### src/hw/rtl/wps_pkg.sv
package wps_pkg;

  // Defaults for the top-level parameters.
  localparam int START_LIMIT_DEF = 20;
  localparam int TIMEOUT_BITS_DEF = 32;

  // Opcodes of an input item.
  localparam logic [2:0] OP_TICK    = 3'd0;
  localparam logic [2:0] OP_CMD     = 3'd1;
  localparam logic [2:0] OP_KSTART  = 3'd2;
  localparam logic [2:0] OP_PET     = 3'd3;
  localparam logic [2:0] OP_RESTART = 3'd4;

  // Special command values.
  localparam int CMD_FORCE_RESET = -1;
  localparam int CMD_OFF_ON      = -101;
  localparam int CMD_OFF_OFF     = -100;

  // Watchdog control writes.
  localparam logic [1:0] WD_NONE    = 2'd0;
  localparam logic [1:0] WD_ENABLE  = 2'd1;
  localparam logic [1:0] WD_DISABLE = 2'd2;

  // Boot stages.
  localparam logic [1:0] STAGE_NONE      = 2'd0;
  localparam logic [1:0] STAGE_KERNEL    = 2'd2;
  localparam logic [1:0] STAGE_FRAMEWORK = 2'd3;

  // Persistent offline bit writes.
  localparam logic [1:0] PERS_NONE  = 2'd0;
  localparam logic [1:0] PERS_SET   = 2'd1;
  localparam logic [1:0] PERS_CLEAR = 2'd2;

  // Status codes.
  localparam logic [1:0] STAT_DONE       = 2'd0;
  localparam logic [1:0] STAT_IGNORED    = 2'd1;
  localparam logic [1:0] STAT_INVALID    = 2'd2;
  localparam logic [1:0] STAT_SUPPRESSED = 2'd3;

  // Register indexes on the configuration port.
  localparam logic [2:0] REG_PET_INTERVAL    = 3'd0;
  localparam logic [2:0] REG_MINIMUM_TIME    = 3'd1;
  localparam logic [2:0] REG_BOOT_NORMAL     = 3'd2;
  localparam logic [2:0] REG_CHARGING_MODE   = 3'd3;
  localparam logic [2:0] REG_OFFLINE_AT_BOOT = 3'd4;

  // Register reset values.
  localparam logic [7:0] PET_INTERVAL_RST = 8'd100;
  localparam logic [7:0] MINIMUM_TIME_RST = 8'd1;

  localparam int ADDR_W = 5;

  typedef struct packed {
    logic [2:0]         opcode;
    logic signed [31:0] command_value;
  } item_t;

  typedef struct packed {
    logic               pet_pulse;
    logic [1:0]         wd_control;
    logic [1:0]         stage_flags;
    logic               reset_request;
    logic [1:0]         persist_offline;
    logic [1:0]         status;
    logic signed [31:0] monitor_value;
  } result_t;

  typedef struct packed {
    logic [7:0] pet_interval;
    logic [7:0] minimum_time;
    logic       boot_normal;
    logic       charging_mode;
    logic       offline_at_boot;
  } cfg_t;

  // Commands from the controller to the datapath.
  typedef struct packed {
    logic load;
    logic exec;
    logic div_step;
    logic fin;
    logic push;
  } cmd_t;

  // Status from the datapath to the controller.
  typedef struct packed {
    logic need_div;
  } sts_t;

endpackage

### src/hw/rtl/wps_ctrl.sv
module wps_ctrl #(
  parameter int TIMEOUT_BITS = wps_pkg::TIMEOUT_BITS_DEF
) (
  input  logic          clk,
  input  logic          rst,
  input  logic          item_valid,
  output logic          item_stall,
  output logic          result_valid,
  input  logic          result_stall,
  input  wps_pkg::sts_t sts,
  output wps_pkg::cmd_t cmd
);

  localparam int CntW = $clog2(TIMEOUT_BITS);
  localparam logic [CntW-1:0] Last = CntW'(TIMEOUT_BITS - 1);

  typedef enum logic [2:0] {
    IDLE,
    EXEC,
    DIV,
    FIN,
    PUSH
  } state_t;

  state_t          state;
  logic [CntW-1:0] cnt;

  // Command decode from the current state.
  always_comb begin
    cmd.load     = (state == IDLE) && item_valid;
    cmd.exec     = (state == EXEC);
    cmd.div_step = (state == DIV);
    cmd.fin      = (state == FIN);
    cmd.push     = (state == PUSH) && (!result_valid || !result_stall);
  end

  assign item_stall = (state != IDLE);

  // Sequencer state, division step count and output valid.
  always_ff @(posedge clk) begin
    if (rst) begin
      state        <= IDLE;
      cnt          <= '0;
      result_valid <= 1'b0;
    end else begin
      case (state)
        IDLE: begin
          if (item_valid) begin
            state <= EXEC;
          end
        end
        EXEC: begin
          cnt <= '0;
          if (sts.need_div) begin
            state <= DIV;
          end else begin
            state <= PUSH;
          end
        end
        DIV: begin
          cnt <= cnt + 1'b1;
          if (cnt == Last) begin
            state <= FIN;
          end
        end
        FIN: begin
          state <= PUSH;
        end
        PUSH: begin
          if (cmd.push) begin
            state <= IDLE;
          end
        end
        default: begin
          state <= IDLE;
        end
      endcase
      if (cmd.push) begin
        result_valid <= 1'b1;
      end else if (!result_stall) begin
        result_valid <= 1'b0;
      end
    end
  end

  a_div_len: assert property (@(posedge clk) disable iff (rst)
    (state == DIV && cnt == Last) |=> (state == FIN))
    else $error("division did not end after the last step");

  a_no_div: assert property (@(posedge clk) disable iff (rst)
    (state == EXEC && !sts.need_div) |=> (state == PUSH))
    else $error("item without division did not go to push");

  a_hold: assert property (@(posedge clk) disable iff (rst)
    (state == PUSH && result_valid && result_stall) |=> (state == PUSH))
    else $error("pending result left while output was stalled");

  a_load: assert property (@(posedge clk) disable iff (rst)
    cmd.load |=> (state == EXEC && item_stall))
    else $error("accepted transaction not executed");

endmodule

### src/hw/rtl/wps_dp.sv
module wps_dp #(
  parameter int START_LIMIT  = wps_pkg::START_LIMIT_DEF,
  parameter int TIMEOUT_BITS = wps_pkg::TIMEOUT_BITS_DEF
) (
  input  logic             clk,
  input  logic             rst,
  input  wps_pkg::cfg_t    cfg,
  input  wps_pkg::item_t   item,
  input  wps_pkg::cmd_t    cmd,
  output wps_pkg::sts_t    sts,
  output wps_pkg::result_t result
);

  localparam int TW = TIMEOUT_BITS;
  localparam logic signed [TW-1:0] CmdForceReset = TW'(wps_pkg::CMD_FORCE_RESET);
  localparam logic signed [TW-1:0] CmdOffOn      = TW'(wps_pkg::CMD_OFF_ON);
  localparam logic signed [TW-1:0] CmdOffOff     = TW'(wps_pkg::CMD_OFF_OFF);

  // Latched item.
  logic [2:0]           op_q;
  logic signed [TW-1:0] v_q;

  // Supervisor state.
  logic signed [TW-1:0] mon;
  logic [1:0]           stage;
  logic                 latch;
  logic [4:0]           starts;
  logic [31:0]          cycles;
  logic [7:0]           rem;
  logic [7:0]           cur;
  logic [7:0]           secs;
  logic                 run;

  // Next values for the execute step.
  logic signed [TW-1:0] mon_next;
  logic [1:0]           stage_next;
  logic                 latch_next;
  logic [4:0]           starts_next;
  logic [31:0]          cycles_next;
  logic [7:0]           rem_next;
  logic [7:0]           cur_next;
  logic [7:0]           secs_next;
  logic                 run_next;
  wps_pkg::result_t     res_next;
  logic                 do_start;
  logic [31:0]          cyc_dec;

  // Divider registers.
  logic [TW-1:0] dq;
  logic [7:0]    dr;
  logic [8:0]    dr_sh;
  logic          q_bit;
  logic [31:0]   q_sat;

  wps_pkg::result_t res;

  logic       offline;
  logic [7:0] iv;
  logic signed [TW-1:0] min_ext;

  assign offline = latch || cfg.offline_at_boot || !cfg.boot_normal;
  assign iv      = (cfg.pet_interval == 8'd0) ? 8'd1 : cfg.pet_interval;
  assign min_ext = $signed({{(TW - 8){1'b0}}, cfg.minimum_time});

  // Execute step: everything but the interval split.
  always_comb begin
    mon_next    = mon;
    stage_next  = stage;
    latch_next  = latch;
    starts_next = starts;
    cycles_next = cycles;
    rem_next    = rem;
    cur_next    = cur;
    secs_next   = secs;
    run_next    = run;
    res_next    = '0;
    do_start    = 1'b0;
    sts.need_div = 1'b0;
    cyc_dec     = (cycles != 32'd0) ? (cycles - 32'd1) : cycles;

    case (op_q)
      wps_pkg::OP_TICK: begin
        if (run) begin
          if (secs > 8'd1) begin
            secs_next = secs - 8'd1;
          end else begin
            cycles_next = cyc_dec;
            if (cyc_dec != 32'd0) begin
              cur_next           = iv;
              secs_next          = iv;
              res_next.pet_pulse = 1'b1;
            end else if (rem > cfg.minimum_time) begin
              cur_next           = rem;
              secs_next          = rem;
              rem_next           = 8'd0;
              res_next.pet_pulse = 1'b1;
            end else begin
              run_next = 1'b0;
              if (!cfg.charging_mode) begin
                res_next.wd_control    = wps_pkg::WD_ENABLE;
                res_next.stage_flags   = stage;
                res_next.reset_request = 1'b1;
              end
            end
          end
        end
      end
      wps_pkg::OP_CMD: begin
        if (cfg.charging_mode || !cfg.boot_normal) begin
          res_next.status = wps_pkg::STAT_IGNORED;
        end else begin
          mon_next   = v_q;
          stage_next = wps_pkg::STAGE_FRAMEWORK;
          if (v_q == CmdForceReset || starts == 5'd0) begin
            res_next.wd_control    = wps_pkg::WD_ENABLE;
            res_next.stage_flags   = wps_pkg::STAGE_FRAMEWORK;
            res_next.reset_request = 1'b1;
          end else if (v_q == CmdOffOn) begin
            latch_next               = 1'b1;
            res_next.persist_offline = wps_pkg::PERS_SET;
            res_next.wd_control      = wps_pkg::WD_DISABLE;
            run_next                 = 1'b0;
            cycles_next              = 32'd0;
            rem_next                 = 8'd0;
          end else if (v_q == CmdOffOff) begin
            res_next.persist_offline = wps_pkg::PERS_CLEAR;
          end else if (v_q == '0) begin
            if (offline) begin
              res_next.status = wps_pkg::STAT_SUPPRESSED;
            end else begin
              stage_next          = wps_pkg::STAGE_NONE;
              res_next.wd_control = wps_pkg::WD_DISABLE;
              run_next            = 1'b0;
              cycles_next         = 32'd0;
              rem_next            = 8'd0;
              mon_next            = '0;
            end
          end else if (v_q < 0) begin
            mon_next        = mon;
            stage_next      = wps_pkg::STAGE_NONE;
            res_next.status = wps_pkg::STAT_INVALID;
          end else begin
            starts_next = starts - 5'd1;
            do_start    = 1'b1;
          end
        end
      end
      wps_pkg::OP_KSTART: begin
        if (offline) begin
          mon_next        = '0;
          res_next.status = wps_pkg::STAT_SUPPRESSED;
        end else begin
          stage_next = wps_pkg::STAGE_KERNEL;
          mon_next   = v_q;
          do_start   = 1'b1;
        end
      end
      wps_pkg::OP_PET: begin
        if (offline) begin
          res_next.status = wps_pkg::STAT_SUPPRESSED;
        end else begin
          res_next.pet_pulse = 1'b1;
        end
      end
      wps_pkg::OP_RESTART: begin
        res_next.wd_control = wps_pkg::WD_DISABLE;
        run_next            = 1'b0;
        cycles_next         = 32'd0;
        rem_next            = 8'd0;
      end
      default: begin
      end
    endcase

    // Start of monitoring; a timeout at or above the minimum needs the split.
    if (do_start) begin
      if (offline) begin
        mon_next        = '0;
        res_next.status = wps_pkg::STAT_SUPPRESSED;
      end else begin
        res_next.wd_control  = wps_pkg::WD_ENABLE;
        res_next.stage_flags = stage_next;
        run_next             = 1'b1;
        cycles_next          = 32'd0;
        rem_next             = 8'd0;
        if (v_q < min_ext) begin
          secs_next = cur;
        end else begin
          sts.need_div = 1'b1;
        end
      end
    end

    res_next.monitor_value = 32'(mon_next);
  end

  // One restoring division step by the effective pet interval.
  assign dr_sh = {dr, dq[TW-1]};
  assign q_bit = (dr_sh >= {1'b0, iv});

  // Quotient saturated to 32 bits.
  generate
    if (TW > 32) begin : g_sat
      assign q_sat = (dq[TW-1:32] != '0) ? 32'hFFFF_FFFF : dq[31:0];
    end else begin : g_nosat
      assign q_sat = 32'(dq);
    end
  endgenerate

  // Item latch, divider and output register.
  always_ff @(posedge clk) begin
    if (cmd.load) begin
      op_q <= item.opcode;
      v_q  <= TW'(item.command_value);
    end
    if (cmd.exec) begin
      res <= res_next;
      dq  <= v_q;
      dr  <= 8'd0;
    end else if (cmd.div_step) begin
      dq <= {dq[TW-2:0], q_bit};
      dr <= q_bit ? 8'(dr_sh - {1'b0, iv}) : dr_sh[7:0];
    end
    if (cmd.push) begin
      result <= res;
    end
  end

  // Supervisor state updates.
  always_ff @(posedge clk) begin
    if (rst) begin
      mon    <= '0;
      stage  <= wps_pkg::STAGE_NONE;
      latch  <= 1'b0;
      starts <= 5'(START_LIMIT);
      cycles <= 32'd0;
      rem    <= 8'd0;
      cur    <= 8'd0;
      secs   <= 8'd0;
      run    <= 1'b0;
    end else if (cmd.exec) begin
      mon    <= mon_next;
      stage  <= stage_next;
      latch  <= latch_next;
      starts <= starts_next;
      cycles <= cycles_next;
      rem    <= rem_next;
      cur    <= cur_next;
      secs   <= secs_next;
      run    <= run_next;
    end else if (cmd.fin) begin
      // A zero quotient means the timeout is shorter than one interval.
      if (dq != '0) begin
        cycles <= q_sat;
        rem    <= dr;
        cur    <= iv;
        secs   <= iv;
      end else begin
        cycles <= 32'd1;
        rem    <= cfg.minimum_time;
        cur    <= dr;
        secs   <= dr;
      end
    end
  end

endmodule

### src/hw/rtl/watchdog_pet_supervisor.sv
// Watchdog pet supervisor.
// Input channel item/item_valid/item_stall carries one transaction per
// one-second tick, user command, kernel start, direct pet or restart notice.
// Output channel result/result_valid/result_stall returns exactly one result
// per input transaction, in order.
// A result passes the states EXEC and PUSH after its input is accepted; a
// start that splits its timeout also passes DIV and FIN, and the split runs
// on a bit-serial restoring divider, one quotient bit per cycle. The block
// takes one transaction at a time: item_stall stays high until its result
// is pushed to the output register. It takes a new transaction while the
// previous result waits in the output register; the new result then waits
// until the receiver releases result_stall, and item_stall stays high
// meanwhile. Reset (rst, synchronous) clears the monitor state, sets the
// start budget to START_LIMIT and loads the register defaults. Registers
// are written over the APB port at byte address 4*i; the user must write
// them only while no transaction is in flight; the block does not check.
module watchdog_pet_supervisor #(
  parameter int START_LIMIT  = wps_pkg::START_LIMIT_DEF,
  parameter int TIMEOUT_BITS = wps_pkg::TIMEOUT_BITS_DEF
) (
  input  logic                       clk,
  input  logic                       rst,
  input  logic                       item_valid,
  output logic                       item_stall,
  input  wps_pkg::item_t             item,
  output logic                       result_valid,
  input  logic                       result_stall,
  output wps_pkg::result_t           result,
  input  logic                       psel,
  input  logic                       penable,
  input  logic                       pwrite,
  input  logic [wps_pkg::ADDR_W-1:0] paddr,
  input  logic [31:0]                pwdata,
  output logic [31:0]                prdata,
  output logic                       pready
);

  wps_pkg::cfg_t cfg;
  wps_pkg::cmd_t cmd;
  wps_pkg::sts_t sts;
  logic [2:0]    reg_idx;
  logic          wr_en;

  assign pready  = 1'b1;
  assign reg_idx = paddr[wps_pkg::ADDR_W-1:2];
  assign wr_en   = psel && penable && pwrite;

  // Configuration registers.
  always_ff @(posedge clk) begin
    if (rst) begin
      cfg.pet_interval    <= wps_pkg::PET_INTERVAL_RST;
      cfg.minimum_time    <= wps_pkg::MINIMUM_TIME_RST;
      cfg.boot_normal     <= 1'b1;
      cfg.charging_mode   <= 1'b0;
      cfg.offline_at_boot <= 1'b0;
    end else if (wr_en) begin
      case (reg_idx)
        wps_pkg::REG_PET_INTERVAL:    cfg.pet_interval    <= pwdata[7:0];
        wps_pkg::REG_MINIMUM_TIME:    cfg.minimum_time    <= pwdata[7:0];
        wps_pkg::REG_BOOT_NORMAL:     cfg.boot_normal     <= pwdata[0];
        wps_pkg::REG_CHARGING_MODE:   cfg.charging_mode   <= pwdata[0];
        wps_pkg::REG_OFFLINE_AT_BOOT: cfg.offline_at_boot <= pwdata[0];
        default: begin
        end
      endcase
    end
  end

  // Register read-back.
  always_comb begin
    case (reg_idx)
      wps_pkg::REG_PET_INTERVAL:    prdata = {24'd0, cfg.pet_interval};
      wps_pkg::REG_MINIMUM_TIME:    prdata = {24'd0, cfg.minimum_time};
      wps_pkg::REG_BOOT_NORMAL:     prdata = {31'd0, cfg.boot_normal};
      wps_pkg::REG_CHARGING_MODE:   prdata = {31'd0, cfg.charging_mode};
      wps_pkg::REG_OFFLINE_AT_BOOT: prdata = {31'd0, cfg.offline_at_boot};
      default:                      prdata = 32'd0;
    endcase
  end

  wps_ctrl #(
    .TIMEOUT_BITS(TIMEOUT_BITS)
  ) u_ctrl (
    .clk          (clk),
    .rst          (rst),
    .item_valid   (item_valid),
    .item_stall   (item_stall),
    .result_valid (result_valid),
    .result_stall (result_stall),
    .sts          (sts),
    .cmd          (cmd)
  );

  wps_dp #(
    .START_LIMIT  (START_LIMIT),
    .TIMEOUT_BITS (TIMEOUT_BITS)
  ) u_dp (
    .clk    (clk),
    .rst    (rst),
    .cfg    (cfg),
    .item   (item),
    .cmd    (cmd),
    .sts    (sts),
    .result (result)
  );

endmodule

### config.mk
export PLATFORM = sky130hd
export DESIGN_NAME = watchdog_pet_supervisor
export DESIGN_NICKNAME = d
export VERILOG_FILES = /design/src/hw/rtl/wps_pkg.sv /design/src/hw/rtl/wps_ctrl.sv /design/src/hw/rtl/wps_dp.sv /design/src/hw/rtl/watchdog_pet_supervisor.sv
export SDC_FILE = /design/constraint.sdc
export NUM_CORES = 1
export LEC_CHECK = 0
export BUFFER_PORTS_ARGS = -buffer_cell sky130_fd_sc_hd__buf_2
export CAP_MARGIN = 20
export CORE_MARGIN = 3
export CORE_UTILIZATION = 64
export DETAILED_ROUTE_END_ITERATION = 7
export HOLD_SLACK_MARGIN = 0.12
export PLACE_DENSITY = 0.86
export SETUP_SLACK_MARGIN = 0.05
export SYNTH_ARGS = -nofsm -noshare
export SYNTH_HDL_FRONTEND = slang
export SYNTH_SLANG_ARGS = --single-unit
### constraint.sdc
create_clock -name clk -period 9.7 [get_ports clk]
set_input_delay 0.97 -clock clk [delete_from_list [all_inputs] [get_ports clk]]
set_output_delay 0.97 -clock clk [all_outputs]
set_load 0.01 [all_outputs]
==> flow_summary.json, run 1 <==
{
  "status": "finished clean",
  "drc": 0,
  "antenna_cells": 0,
  "netlist_instances": 1641,
  "yosys.area.top_type_share_pct": 30.3,
  "yosysSeqAreaShare_pct": 48.0,
  "place_hpwl_um": 29900,
  "die_w_um": 159,
  "power_density_nw_per_um2": 174,
  "clk_pin_slew_ns": 0.06,
  "crit_path_start_kind": "flop",
  "fin_worst_skew_ns": 0.0131,
  "cts_resized": 0,
  "hold_violations": 0,
  "worstPathRequired_ns": 10.14,
  "cp_max_fo": 17,
  "viasPerCell": 6.75,
  "finalCritPeriodShare_pct": 53.1,
  "async_reset_ff_share_pct": 0,
  "nets": 1794,
  "postRouteAntennaNets": 0,
  "grt_use_total_pct": 33.6,
  "cts_tree": "yes",
  "worstSetupPathType": "reg2reg",
  "slew-limit-headroom_pct": 24.3,
  "utilization_pct": 72.2,
  "overflow": 0,
  "portBuffers": 104,
  "synth_common_cells": "nor2_1 (220), nand2_1 (198), edfxtp_1 (151)",
  "ys_warn_count": 0,
  "clock_sinks": 284,
  "synth-edff-count": 151,
  "cts_buffer_depth": 3,
  "antenna_found_initial": 0,
  "min_path_type": "reg2reg",
  "route.vias.total": 13638,
  "synth_area_sq_um": 15000,
  "grt_max_degree": 69,
  "drv_cap": 0,
  "drtIter0Drc": 1908,
  "ys_types": 76,
  "synth_most_common_cell": "nor2_1",
  "synth_area_leader_cell": "edfxtp_1",
  "finalCriticalPeriod_ns": 5.15,
  "htree_levels": 1,
  "drt-total-wl_um": 44600,
  "p_leak_nw": 6.24,
  "ys_top_cells_by_area": "edfxtp_1 (30%), dfxtp_1 (18%), nor2_1 (5.5%), nand2_1 (5.0%), a21oi_1 (3.8%)",
  "holdCritStartpoint": "u_dp.res[8]",
  "die_h_um": 159,
  "dr.pass1.iters": 6,
  "gp_congestion": 0.968,
  "grt_pass1_wl_um": 69500,
  "ys.flop_type": "edfxtp_1",
  "rsz0062_at_grt": "false",
  "syn_avg_cell_area_sq_um": 9.13,
  "worst-slew-pin-transition_ns": 1.13,
  "cts-root-buf": "clkbuf_16",
  "final_layout_size_suffix_gt1_share_pct": 11.7,
  "core_area_sq_um": 22800,
  "die_area_sq_um": 25300,
  "grt_pass1_vias": 12786,
  "cts_hold_buf": 0,
  "worstPathArrival_ns": 5.60,
  "setup_viol": 0,
  "endpoint_kind": "flop",
  "wl_per_cell_um": 22.0,
  "post_cts_buffers": 0,
  "initial_core_util_pct": 65.6,
  "row_count": 55,
  "startpoint": "u_dp.cycles[0]",
  "insertion_delay_ns": 0.55,
  "ir_worst_vdd_v": 0.000147,
  "cts_buffers": 29,
  "r2r_start": "u_dp.cycles[0]",
  "ys_seq_elements": 284,
  "tns_ns": 0,
  "fmax_mhz": 194,
  "syn_to_final_growth_pct": 10.1,
  "final_max_slew_viol_count": 0,
  "io_pins": 156
}
## cell families (layout without fill, tap and decap cells)
logic type,count (synthesis),count (layout),share of synthesized area [%]
compound gates,437,437,19.2
mux,58,58,3.96
other cells,2,25,0.0501
simple gates,645,645,20.2
buf+inv,166,210,4.96
xor+xnor,19,19,1.11
flops,284,284,48.0
fa+ha+maj,30,30,2.56
## power breakdown
group	leakage (nW)	internal, mW	switching [mW]
clock	0.455	0.635	0.466
combinational	3.28	0.118	0.263
sequential	2.50	1.32	0.0616
total	6.24	2.08	0.791
## state kept, by name, summed over array words and instances (netlist names)
| name | flops |
|---|---|
| u_dp.v_q | 32 |
| u_ctrl.result_valid | 1 |
| u_dp.secs | 8 |
| u_dp.mon | 32 |
| u_dp.res | 42 |
| u_dp.starts | 5 |
| u_ctrl.state | 3 |
| cfg | 19 |
| u_dp.cur | 8 |
| u_dp.dq | 32 |
| u_dp.run | 1 |
| u_dp.rem | 8 |
| u_dp.latch | 1 |
| u_dp.dr | 8 |
| u_dp.cycles | 32 |
| u_dp.op_q | 3 |
| u_dp.result | 42 |
| u_dp.stage | 2 |
| u_ctrl.cnt | 5 |
## final cells by class
class / instances / area [sq um]
flip-flops and latches: 284 / 7200
multi-input cells: 1214 / 7170
fillers: 1701 / 6360
clock buffers: 39 / 803
repair buffers: 123 / 669
well taps: 313 / 392
clock inverters: 15 / 135
inverters: 33 / 125
## layer usage
layer	vias to the layer above	GRT usage, %	share of wire, %
met5	-	0	0
met4	0	13.1	4.0
met3	147	5.36	10
met2	917	55.0	47
met1	6447	45.2	39
li1	6127	-	-
## cell usage in the layout, fill, tap and decap left out, types with 7 or more instances in the layout
master,instances
nor2_1,218
nand2_1,197
edfxtp_1,151
dfxtp_1,133
a21oi_1,114
buf_2,103
o21ai_0,86
a22oi_1,54
mux2i_1,48
nor3_1,45
inv_1,32
nor4_1,30
ha_1,29
clkbuf_16,29
nand3_1,25
conb_1,25
o31ai_1,20
a211oi_1,20
nand2b_1,19
buf_4,19
nand4_1,18
a31oi_1,17
a21o_1,15
a221oi_1,15
nand3b_1,15
o221ai_1,14
or4_1,12
and3_1,12
and2_1,10
mux2_2,10
or3_1,10
xor2_1,10
xnor2_1,9
o21a_1,8
o211ai_1,8
o311ai_0,7
## critical path, stage by stage, from the launching register on
cell      delay, ns
dfxtp_1        0.39
inv_1          0.09
ha_1           0.27
or3b_1         0.54
nor2_1         0.38
and4_1         0.77
nor3_1         0.21
xor2_1         0.21
nor3_1         0.56
nand3_1        0.54
o21ai_0        0.55
a211oi_1       0.25
a32o_1         0.28
## path summary, 6_finish.rpt
path | end | slack [ns] | cells past startpoint
hold / removal | u_dp.result[8] | 0.41 | 0
setup / recovery | u_dp.cur[1] | 4.55 | 12
hold reg to reg | u_dp.result[8] | 0.41 | 0
setup reg to reg | u_dp.cur[1] | 4.55 | 12
## metrics by stage
stage | power [mW] | instance area [sq um] | hold WS (ns) | setup slack [ns] | std cells
floorplan | 1.66 | 15100 | 0.400 | 6.16 | 1664
global placement | 1.76 | 15500 | 0.400 | 4.92 | 1965
detailed placement | 1.77 | 15500 | 0.405 | 4.89 | 1967
CTS | 2.86 | 16500 | 0.417 | 4.86 | 2021
global route | 2.96 | 16500 | 0.422 | 4.38 | 2021
finish | 2.87 | 16500 | 0.414 | 4.55 | 2021
No activity file was read; power rests on OpenSTA's default activity.
==> run 2, diff against run 1 <==
- CORE_UTILIZATION: 64 -> 54
- PLACE_DENSITY: 0.86 -> 0.77
- clock period: 9.7 -> 4.4 ns (I/O delays scaled with it)
==> flow_summary.json, run 2 (synthesis gave the netlist of run 1 again) <==
{
  "status": "finished clean",
  "placed_area_sq_um": 15900,
  "final_cell_mix": "nor2_1 (219), nand2_1 (197), edfxtp_1 (151), dfxtp_1 (133), a21oi_1 (114)",
  "insertion_delay_ns": 0.55,
  "gp_congestion": 1.01,
  "nets": 1859,
  "hold_end": "cfg[4]",
  "core_area_sq_um": 27100,
  "power_density_nw_per_um2": 370,
  "final_layout_size_suffix_gt1_share_pct": 12.9,
  "tns_ns": 0,
  "row_count": 60,
  "viasPerCell": 6.38,
  "grt_pass1_wl_um": 71500,
  "clockPowerShare_pct": 37.6,
  "post_cts_buffers": 0,
  "htree_levels": 1,
  "r2r_start": "u_dp.cycles[0]",
  "slew-limit-headroom_pct": 26.0,
  "cp_max_fo": 9,
  "antenna_found_initial": 0,
  "portBuffers": 104,
  "holdCritStartpoint": "pwdata[1]",
  "grt_max_degree": 85,
  "fin_worst_skew_ns": 0.0111,
  "fin_hold_ws_ns": 0.157,
  "antenna_cells": 0,
  "met2_usage_pct": 48.6,
  "grt_pass1_vias": 12862,
  "crit_path_start_kind": "flop",
  "hold_violations": 0,
  "switchingPower_mw": 1.75,
  "place_hpwl_um": 31000,
  "grt_use_total_pct": 29.3,
  "worstReg2RegEnd": "u_dp.secs[0]",
  "finalCriticalPeriod_ns": 4.09,
  "overflow": 0,
  "reg_top3": "u_dp.res x42, u_dp.result x42",
  "dr.pass1.iters": 6,
  "mostFrequentLayoutCell": "nor2_1",
  "worstSetupPathType": "reg2reg",
  "clock_sinks": 284,
  "wl_per_cell_um": 21.3,
  "cts-root-buf": "clkbuf_16",
  "clk_pin_slew_ns": 0.06,
  "die_h_um": 173,
  "fmax_mhz": 245,
  "cts_buffer_depth": 3,
  "ir_worst_vdd_v": 0.000286,
  "ff2ff_path_depth": 14,
  "initial_core_util_pct": 55.3,
  "final_max_slew_viol_count": 0,
  "drtIter0Drc": 1747,
  "drc": 0,
  "cts_tree": "yes",
  "die_w_um": 173,
  "postRouteAntennaNets": 0,
  "utilization_pct": 63.1,
  "use_met1_pct": 39.9,
  "finalCritPeriodShare_pct": 92.8,
  "fin_area_sq_um": 17100,
  "worstPathArrival_ns": 4.56,
  "drv_cap": 0,
  "syn_to_final_growth_pct": 14.2,
  "rsz0062_at_grt": "false",
  "die_area_sq_um": 29800,
  "holdPathStages": 3,
  "swShare_pct": 27.5,
  "io_pins": 156,
  "worst-slew-pin-transition_ns": 1.11,
  "route.vias.total": 13671,
  "drt-total-wl_um": 45700,
  "setup_viol": 0,
  "endpoint_kind": "flop",
  "cts_buffers": 29,
  "pwr-share-comb_pct": 14.4,
  "internal-power_mw": 4.59,
  "rrSetupSlack_ns": 0.31,
  "p_leak_nw": 6.52,
  "grt.busiest_layer": "met2",
  "seqPwrFrac_pct": 48.0,
  "worstPathRequired_ns": 4.87,
  "min_path_type": "in2reg",
  "groute.layer.met3.usage_pct": 4.04
}
run 2: area by class of cell:
type | instances | area (sq um)
Clock buffer | 40 | 787
Clock inverter | 12 | 116
Fill cell | 2209 | 9990
Inverter | 33 | 125
Multi-Input combinational cell | 1214 | 7170
Sequential cell | 284 | 7200
Tap cell | 372 | 465
Timing Repair Buffer | 188 | 1250
run 2: power by group through the flow:
stage	Sequential, mW	Combinational, mW	Clock (mW)
finish	3.04	0.916	2.38
global route	3.05	0.992	2.51
CTS	3.03	0.892	2.40
detailed placement	3.09	0.862	0
global placement	3.09	0.852	0
floorplan	3.04	0.619	0
run 2: routing by layer:
metal	vias up	wire [um]
li1	6242	-
met1	6494	18500
met2	801	21400
met3	134	4010
met4	0	1820
met5	-	0
run 2: through the flow:
step	std cells	power [mW]	worst slack (ns)
6_report	2143	6.34	0.315
5_1_grt	2143	6.55	0.0913
4_1_cts	2143	6.33	0.325
3_5_place_dp	2056	3.95	0.315
3_3_place_gp	2056	3.94	0.448
2_1_floorplan	1664	3.66	0.865
run 2: worst max-delay path by stage:
stage	startpoint	to	slack, ns	cells after the start
6_report	u_dp.cycles[0]	u_dp.secs[0]	0.31	14
5_1_grt	u_dp.cycles[1]	u_dp.rem[2]	0.09	11
4_1_cts	u_dp.cycles[0]	u_dp.cur[4]	0.33	13
3_5_place_dp	u_dp.cycles[0]	u_dp.cur[4]	0.32	13
3_3_place_gp	u_dp.cycles[0]	u_dp.cur[4]	0.45	13
2_1_floorplan	u_dp.cycles[0]	u_dp.secs[2]	0.86	14
run 2: what timing repair did:
action                                  CTS  global route
hold buffers                             35             0
hold endpoints to repair                 35             0
endpoints found under the setup margin    0             9
gates resized for setup                   0             2
run 2: worst max-delay path, cell delays in order (launching register included):
cell	delay [ns]
dfxtp_1	0.49
inv_1	0.08
ha_1	0.28
or3b_1	0.41
nor2_1	0.17
nand4_1	0.19
nand3_1	0.34
o41ai_1	0.61
nor3_1	0.15
buf_4	0.19
and3_1	0.20
buf_4	0.19
a2111oi_0	0.39
o21ai_0	0.16
a21oi_1	0.15
